### src/sv/hxf_pkg.sv
// Shared types, constants and character tables for the hex ASCII line framer.
`timescale 1ns / 1ps

package hxf_pkg;

    localparam int BYTES_PER_LINE_DEF = 64;
    localparam int QUEUE_DEPTH_DEF    = 4;
    localparam int LINE_CNT_W         = 7;
    localparam int HEAD_LEN           = 5;
    localparam int HEAD_IDX_W         = 3;

    localparam logic [7:0] CHAR_CR = 8'h0d;
    localparam logic [7:0] CHAR_LF = 8'h0a;

    typedef struct packed {
        logic [7:0] data;
        logic       head;
        logic       tail;
    } hxf_cmd_t;

    typedef enum logic [2:0] {
        PH_BEGIN,
        PH_HEAD,
        PH_HI,
        PH_LO,
        PH_CR,
        PH_LF
    } hxf_phase_t;

    function automatic logic [7:0] head_char(input logic [HEAD_IDX_W-1:0] idx);
        logic [7:0] c;
        case (idx)
            3'd0:    c = 8'h54;
            3'd1:    c = 8'h58;
            3'd2:    c = 8'h44;
            3'd3:    c = 8'h41;
            default: c = 8'h20;
        endcase
        return c;
    endfunction

    function automatic logic [7:0] hex_char(input logic [3:0] nib);
        logic [7:0] c;
        if (nib < 4'd10)
            c = 8'h30 + {4'd0, nib};
        else
            c = 8'h57 + {4'd0, nib};
        return c;
    endfunction

endpackage

### src/sv/hxf_front.sv
// Front end: accepts input beats, tracks the line fill and classifies each byte.
`timescale 1ns / 1ps

module hxf_front
    import hxf_pkg::*;
#(
    parameter int BYTES_PER_LINE = BYTES_PER_LINE_DEF
) (
    input  logic       clk,
    input  logic       rst_n,
    input  logic       in_valid,
    output logic       in_stall,
    input  logic [7:0] data_byte,
    input  logic       last_byte,
    input  logic       q_full,
    output logic       q_push,
    output hxf_cmd_t   q_cmd
);

    localparam logic [LINE_CNT_W-1:0] LINE_LIMIT = LINE_CNT_W'(BYTES_PER_LINE);

    logic [LINE_CNT_W-1:0] bytes_in_line_reg;
    logic [LINE_CNT_W-1:0] bytes_in_line_next;
    logic [LINE_CNT_W-1:0] count_inc;
    logic                  line_close;

    assign in_stall   = q_full;
    assign q_push     = in_valid && !q_full;
    assign count_inc  = bytes_in_line_reg + LINE_CNT_W'(1);
    assign line_close = last_byte || (count_inc >= LINE_LIMIT) || (count_inc == '0);

    always_comb
    begin
        q_cmd.data = data_byte;
        q_cmd.head = (bytes_in_line_reg == '0);
        q_cmd.tail = line_close;
        bytes_in_line_next = bytes_in_line_reg;
        if (q_push)
            bytes_in_line_next = line_close ? '0 : count_inc;
    end

    always_ff @(posedge clk or negedge rst_n)
    begin
        if (!rst_n)
            bytes_in_line_reg <= '0;
        else
            bytes_in_line_reg <= bytes_in_line_next;
    end

endmodule

### src/sv/hxf_queue.sv
// Short command queue between the front end and the character serializer.
`timescale 1ns / 1ps

module hxf_queue
    import hxf_pkg::*;
#(
    parameter int DEPTH = QUEUE_DEPTH_DEF
) (
    input  logic     clk,
    input  logic     rst_n,
    input  logic     push,
    input  hxf_cmd_t push_cmd,
    input  logic     pop,
    output logic     full,
    output logic     not_empty,
    output hxf_cmd_t head_cmd
);

    localparam int PTR_W = (DEPTH > 1) ? $clog2(DEPTH) : 1;
    localparam int CNT_W = $clog2(DEPTH + 1);

    hxf_cmd_t          slot_reg [DEPTH];
    logic [PTR_W-1:0]  wr_ptr_reg, wr_ptr_next;
    logic [PTR_W-1:0]  rd_ptr_reg, rd_ptr_next;
    logic [CNT_W-1:0]  count_reg, count_next;

    assign full      = (count_reg == CNT_W'(DEPTH));
    assign not_empty = (count_reg != '0);
    assign head_cmd  = slot_reg[rd_ptr_reg];

    always_comb
    begin
        wr_ptr_next = wr_ptr_reg;
        rd_ptr_next = rd_ptr_reg;
        count_next  = count_reg;
        if (push)
            wr_ptr_next = (wr_ptr_reg == PTR_W'(DEPTH - 1)) ? '0 : wr_ptr_reg + PTR_W'(1);
        if (pop)
            rd_ptr_next = (rd_ptr_reg == PTR_W'(DEPTH - 1)) ? '0 : rd_ptr_reg + PTR_W'(1);
        if (push && !pop)
            count_next = count_reg + CNT_W'(1);
        else if (pop && !push)
            count_next = count_reg - CNT_W'(1);
    end

    always_ff @(posedge clk or negedge rst_n)
    begin
        if (!rst_n)
        begin
            wr_ptr_reg <= '0;
            rd_ptr_reg <= '0;
            count_reg  <= '0;
        end
        else
        begin
            wr_ptr_reg <= wr_ptr_next;
            rd_ptr_reg <= rd_ptr_next;
            count_reg  <= count_next;
        end
    end

    always_ff @(posedge clk)
    begin
        if (push)
            slot_reg[wr_ptr_reg] <= push_cmd;
    end

endmodule

### src/sv/hxf_back.sv
// Back end: emits queued commands' characters, one per cycle unless stalled.
`timescale 1ns / 1ps

module hxf_back
    import hxf_pkg::*;
(
    input  logic       clk,
    input  logic       rst_n,
    input  logic       q_not_empty,
    input  hxf_cmd_t   q_cmd,
    output logic       q_pop,
    output logic       out_valid,
    input  logic       out_stall,
    output logic [7:0] out_char,
    output logic       run_end
);

    hxf_phase_t            phase_reg, phase_next, eff_phase;
    logic [HEAD_IDX_W-1:0] head_idx_reg, head_idx_next, eff_idx;
    logic                  out_valid_reg, out_valid_next;
    logic [7:0]            out_char_reg, char_next;
    logic                  run_end_reg, final_next;
    logic                  load;

    assign load      = q_not_empty && (!out_valid_reg || !out_stall);
    assign q_pop     = load && final_next;
    assign out_valid = out_valid_reg;
    assign out_char  = out_char_reg;
    assign run_end   = run_end_reg;

    always_comb
    begin
        if (phase_reg == PH_BEGIN)
        begin
            eff_phase = q_cmd.head ? PH_HEAD : PH_HI;
            eff_idx   = '0;
        end
        else
        begin
            eff_phase = phase_reg;
            eff_idx   = head_idx_reg;
        end

        char_next     = 8'h00;
        final_next    = 1'b0;
        phase_next    = phase_reg;
        head_idx_next = head_idx_reg;

        unique case (eff_phase)
            PH_HEAD:
            begin
                char_next = head_char(eff_idx);
                if (eff_idx == HEAD_IDX_W'(HEAD_LEN - 1))
                begin
                    phase_next    = PH_HI;
                    head_idx_next = '0;
                end
                else
                begin
                    phase_next    = PH_HEAD;
                    head_idx_next = eff_idx + HEAD_IDX_W'(1);
                end
            end
            PH_HI:
            begin
                char_next  = hex_char(q_cmd.data[7:4]);
                phase_next = PH_LO;
            end
            PH_LO:
            begin
                char_next  = hex_char(q_cmd.data[3:0]);
                final_next = !q_cmd.tail;
                phase_next = q_cmd.tail ? PH_CR : PH_BEGIN;
            end
            PH_CR:
            begin
                char_next  = CHAR_CR;
                phase_next = PH_LF;
            end
            PH_LF:
            begin
                char_next  = CHAR_LF;
                final_next = 1'b1;
                phase_next = PH_BEGIN;
            end
            PH_BEGIN:
            begin
                phase_next = PH_BEGIN;
            end
            default:
            begin
                phase_next = PH_BEGIN;
            end
        endcase

        if (!load)
        begin
            phase_next    = phase_reg;
            head_idx_next = head_idx_reg;
        end

        if (load)
            out_valid_next = 1'b1;
        else if (!out_stall)
            out_valid_next = 1'b0;
        else
            out_valid_next = out_valid_reg;
    end

    always_ff @(posedge clk or negedge rst_n)
    begin
        if (!rst_n)
        begin
            phase_reg     <= PH_BEGIN;
            head_idx_reg  <= '0;
            out_valid_reg <= 1'b0;
        end
        else
        begin
            phase_reg     <= phase_next;
            head_idx_reg  <= head_idx_next;
            out_valid_reg <= out_valid_next;
        end
    end

    always_ff @(posedge clk)
    begin
        if (load)
        begin
            out_char_reg <= char_next;
            run_end_reg  <= final_next;
        end
    end

    a_run_end_char: assert property (@(posedge clk) disable iff (!rst_n)
        out_valid_reg && run_end_reg |->
            (out_char_reg == CHAR_LF)
            || (out_char_reg >= 8'h30 && out_char_reg <= 8'h39)
            || (out_char_reg >= 8'h61 && out_char_reg <= 8'h66))
        else $error("run_end on a character that cannot close a byte");

    a_head_idx_range: assert property (@(posedge clk) disable iff (!rst_n)
        phase_reg == PH_HEAD |-> head_idx_reg < HEAD_IDX_W'(HEAD_LEN))
        else $error("line head index out of range");

    a_pop_on_final: assert property (@(posedge clk) disable iff (!rst_n)
        q_pop |=> out_valid_reg && run_end_reg && phase_reg == PH_BEGIN)
        else $error("command retired without a closing character");

    a_hold_on_stall: assert property (@(posedge clk) disable iff (!rst_n)
        out_valid_reg && out_stall |=> out_valid_reg && $stable(phase_reg)
            && $stable(head_idx_reg))
        else $error("serializer advanced while output stalled");

endmodule

### src/sv/hex_ascii_line_framer.sv
// Top level of the hex ASCII line framer: front end, command queue, serializer.
`timescale 1ns / 1ps

//  beat       | ports                              | direction
//  -----------+------------------------------------+----------
//  input      | in_valid, in_stall, data_byte,     | in
//             | last_byte                          |
//  output     | out_valid, out_stall, out_char,    | out
//             | run_end                            |
//
//  One character leaves per cycle unless output stalls or the queue is empty; a byte
//  gives 2 hex digits, plus 5 for a line head, plus 2 for CR LF at a line end.
//  The serializer's one-character-per-cycle output register sets the sustained rate.
//  A byte is taken in the cycle it arrives while the queue has room.
//  Reset clears the line count, queue and output valid; no clearing pass.
//  Output stall holds the output register; input stall rises only when the queue fills.

module hex_ascii_line_framer
    import hxf_pkg::*;
#(
    parameter int BYTES_PER_LINE = BYTES_PER_LINE_DEF,
    parameter int QUEUE_DEPTH    = QUEUE_DEPTH_DEF
) (
    input  logic       clk,
    input  logic       rst_n,
    input  logic       in_valid,
    output logic       in_stall,
    input  logic [7:0] data_byte,
    input  logic       last_byte,
    output logic       out_valid,
    input  logic       out_stall,
    output logic [7:0] out_char,
    output logic       run_end
);

    hxf_cmd_t push_cmd;
    hxf_cmd_t head_cmd;
    logic     q_push;
    logic     q_pop;
    logic     q_full;
    logic     q_not_empty;

    hxf_front #(
        .BYTES_PER_LINE (BYTES_PER_LINE)
    ) u_front (
        .clk       (clk),
        .rst_n     (rst_n),
        .in_valid  (in_valid),
        .in_stall  (in_stall),
        .data_byte (data_byte),
        .last_byte (last_byte),
        .q_full    (q_full),
        .q_push    (q_push),
        .q_cmd     (push_cmd)
    );

    hxf_queue #(
        .DEPTH (QUEUE_DEPTH)
    ) u_queue (
        .clk       (clk),
        .rst_n     (rst_n),
        .push      (q_push),
        .push_cmd  (push_cmd),
        .pop       (q_pop),
        .full      (q_full),
        .not_empty (q_not_empty),
        .head_cmd  (head_cmd)
    );

    hxf_back u_back (
        .clk         (clk),
        .rst_n       (rst_n),
        .q_not_empty (q_not_empty),
        .q_cmd       (head_cmd),
        .q_pop       (q_pop),
        .out_valid   (out_valid),
        .out_stall   (out_stall),
        .out_char    (out_char),
        .run_end     (run_end)
    );

endmodule
### config.mk
export PLATFORM = sky130hd
export DESIGN_NAME = hex_ascii_line_framer
export DESIGN_NICKNAME = d
export VERILOG_FILES = /design/src/sv/hxf_pkg.sv /design/src/sv/hxf_front.sv /design/src/sv/hxf_queue.sv /design/src/sv/hxf_back.sv /design/src/sv/hex_ascii_line_framer.sv
export SDC_FILE = /design/constraint.sdc
export NUM_CORES = 1
export LEC_CHECK = 0
export BUFFER_PORTS_ARGS = -buffer_cell sky130_fd_sc_hd__buf_4
export CORE_MARGIN = 2
export CORE_UTILIZATION = 50
export DETAILED_ROUTE_END_ITERATION = 10
export PLACE_DENSITY = 0.75
export SETUP_SLACK_MARGIN = 0.02
export SYNTH_ARGS = -nofsm -noshare
export SYNTH_HDL_FRONTEND = slang
export SYNTH_HIERARCHICAL = 1
export SYNTH_SLANG_ARGS = --single-unit
### constraint.sdc
create_clock -name clk -period 3.7 [get_ports clk]
set_input_delay 0.74 -clock clk [delete_from_list [all_inputs] [get_ports clk]]
set_output_delay 0.74 -clock clk [all_outputs]
set_load 0.05 [all_outputs]
==> results by group <==
Synthesis
  • Simple-Gate Fraction of Synth Area: 10.8%
  • Mux cell area share after synthesis: 8.97%
  • Sequential element share of the synthesized area: 56.6%
  • Post-synthesis compound-gate area fraction: 11.0%
  • Async SR Flop Fraction: 30.4%
  • Post-synth EDFFs: 48
  • Yosys top cell area share: 41.5%
  • Synth Area in Adders: 5.98%
  • Most common flop cell mapped by yosys: edfxtp_1
  • Avg Inst Size Synth: 13.3 sq um
  • Syn Inst Count: 261
  • Synth top area cells: edfxtp_1 (41%), dfrtp_1 (15%), ha_1 (5.4%)
  • Largest family of logic cells by synthesized area: compound AO/OA/AOI/OAI gates
  • Area leader, netlist: edfxtp_1
  • Mapped Area: 0.00347 sq mm
  • Mapped Nets: 290
  • Post-synth cell types: 58
  • Ys Warns: 6
  • Xor/xnor share of the synthesized area: 1.26%
  • Synth Register Bits: 69

Detailed routing
  • Drt pass-1 iters: 4
  • Vias/cell: 5.59
  • Final routed DRC violation total: 0
  • Total number of vias: 2022
  • Initial DRC Count: 80
  • WL final: 5580 microns
  • DRT antenna net count: 0
  • Wire length per cell: 15.4 microns

Clocking
  • CTS max path bufs: 2
  • TritonCTS Buffers: 9
  • Clock transition at path regs: 0.08 ns
  • Root buf cell: clkbuf_8
  • CTS tree: built
  • Worst-Skew Late Latency: 0.35 ns
  • Post-CTS sizing: 0
  • Postcts setup bufs: 0
  • CTS Hold Buffers Added: 0
  • Clock sinks: 69
  • H-tree levels: 3

Die
  • Chip Width: 87.3 microns
  • Die area: 0.00763 sq mm
  • Site Rows: 30
  • Core Region: 0.00676 sq mm
  • Starting Density: 51.4%
  • Die Y: 87.3 microns
  • Boundary pin count: 24

Status
  • Status: complete, no violations

Worst setup path
  • Kind of critical path: flop to flop
  • Reg2reg start: u_queue/rd_ptr_reg[0]
  • Buffers & Inverters on Critical Path: 2
  • Startpoint types: flop
  • R2R setup slack: 0.78 ns
  • Worst reg2reg endpoint: u_queue/count_reg[1]
  • Crit path DAT: 3.16 ns
  • CP cell instances: mux4_2 -> nor2_1 -> o21a_1 -> and2_1 -> inv_1 -> ha_1 -> inv_1 -> fa_1 -> mux2_2
  • Most common cell on crit path: inv_1
  • Crit path required time: 3.94 ns
  • CP Max Fanout: 13
  • Worst path max stage delay: 0.77 ns
  • Critical path endpoint category: flop
  • Delay-heaviest family, CP: multiplexers
  • Slowest-stage cell, CP: dfrtp_1
  • Worst R2R Path Depth: 9

Cells and area
  • Nets: 306
  • Commonest non-fill, non-tap cell in the layout: edfxtp_1
  • Fillcell total: 572
  • Area grow syn2layout: 10.3%
  • Layout cells sized above 1: 20.2%
  • Most frequent cells in the layout: edfxtp_1 (48), buf_4 (22), dfrtp_1 (21), inv_1 (15), ha_1 (15)
  • Number of diodes: 0
  • Max reg flops: 40

Placed design
  • Number of port buffers: 22
  • RePlAce Congestion: 0.836
  • HPWL after DPL: 3860 microns

Timing
  • Relative max-transition margin: 56.1%
  • Unrepaired setup endpoints after global routing: no
  • Final min period: 2.92 ns
  • Worst-Margin Slew: 0.658 ns
  • Post-Route Setup TNS: 0 ns
  • Fin. max-slew vios: 0
  • Period utilization: 78.9%
  • Max Freq: 342 MHz
  • Final hold violation count: 0
  • Final setup viols: 0
  • WHS: 0.268 ns
  • Final Skew: 0.00936 ns

Run
  • Max-cap violations: 0

Global route
  • Number of global-route vias before repair: 1922
  • Overall routing resource usage: 16.4%
  • Initial antenna violation count: 0
  • First-pass GRT wire length: 9230 microns
  • Total congestion overflow: 0
  • Pin count of the biggest net entering global routing: 22

Pwr
  • Sequential power share: 39.2%
  • Comb pwr share: 40.4%
  • VDD IR max: 0.000328 V
  • Clock power share: 20.3%
  • P_leak: 1.48 nW
  • Pint: 0.00208 W
  • Cell Pwr Density: 882 mW/mm^2
  • Switching Share: 38.5%
  • P_sw: 0.00130 W

Worst hold path
  • Min-Delay Path Class: primary input to async pin
## metrics by stage
step	worst slack, ns	cell area [sq um]	power (W)	cells	utilization [%]
2_1_floorplan	1.17	3470	0.00242	261	-
3_3_place_gp	0.843	3610	0.00267	346	53.4
3_5_place_dp	0.742	3610	0.00272	346	53.4
4_1_cts	0.733	3830	0.00342	362	56.7
5_1_grt	0.564	3830	0.00362	362	56.7
6_report	0.780	3830	0.00338	362	56.7
## cells by family after synthesis
group           after synthesis
mux                          17
simple gates                 68
buf+inv                      32
flops                        69
fa+ha+maj                    16
other cells                   1
xor+xnor                      5
compound gates               53
## worst register-to-register path, stage by stage, from the launching register on
cell	delay [ns]
dfrtp_1	0.77
mux4_2	0.60
nor2_1	0.13
o21a_1	0.13
and2_1	0.18
inv_1	0.06
ha_1	0.20
inv_1	0.07
fa_1	0.41
mux2_2	0.27
## power by group through the flow
stage               sequential, W  clock [W]  combinational [W]
finish                    0.00133   0.000686            0.00137
global route              0.00137   0.000739            0.00151
CTS                       0.00133   0.000705            0.00138
detailed placement        0.00135          0            0.00137
global placement          0.00134          0            0.00134
floorplan                 0.00140          0            0.00102
## cell type report
type / count / area [sq um] / area share [%]
inverters: 15 / 56.3 / 1.47
clock inverters: 7 / 97.6 / 2.55
multi-input cells: 160 / 1320 / 34.5
clock buffers: 9 / 124 / 3.23
flip-flops and latches: 69 / 1970 / 51.3
repair buffers: 22 / 165 / 4.31
well taps: 80 / 100 / 2.61
## cell usage after synthesis (all sizes together), types with 2 or more instances
cell     count
a2111oi      3
a21o         3
a21oi        6
a22oi        3
and2         9
and2b        2
buf         17
dfrtp       21
edfxtp      48
ha          15
inv         15
mux2         7
mux4        10
nand2       14
nand2b       4
nand3        5
nand3b       3
nor2        13
nor2b        3
nor3         4
o211ai       3
o21ai       19
o22ai        2
o31ai        2
or3          4
xnor2        3
xor2         2
## worst max path at each step
stage / from / endpoint / slack [ns] / cells past startpoint
3_3_place_gp: u_queue/rd_ptr_reg[0] / u_queue/count_reg[1] / 0.84 / 9
3_5_place_dp: u_queue/rd_ptr_reg[0] / u_queue/count_reg[1] / 0.74 / 9
5_1_grt: u_queue/rd_ptr_reg[0] / u_queue/count_reg[1] / 0.56 / 9
4_1_cts: u_queue/rd_ptr_reg[0] / u_queue/count_reg[1] / 0.73 / 9
2_1_floorplan: u_queue/rd_ptr_reg[0] / u_queue/count_reg[1] / 1.17 / 10
6_report: u_queue/rd_ptr_reg[0] / u_queue/count_reg[1] / 0.78 / 9
## per-layer routing
metal  global-route usage (%)  up-vias  part of all wire, %
li1                         -      996                    -
met1                     22.1      991                   48
met2                     24.4       27                   47
met3                     4.64        8                  3.1
met4                     7.97        0                  1.9
met5                        0        -                    0
Power figures use the tool's default switching activity.
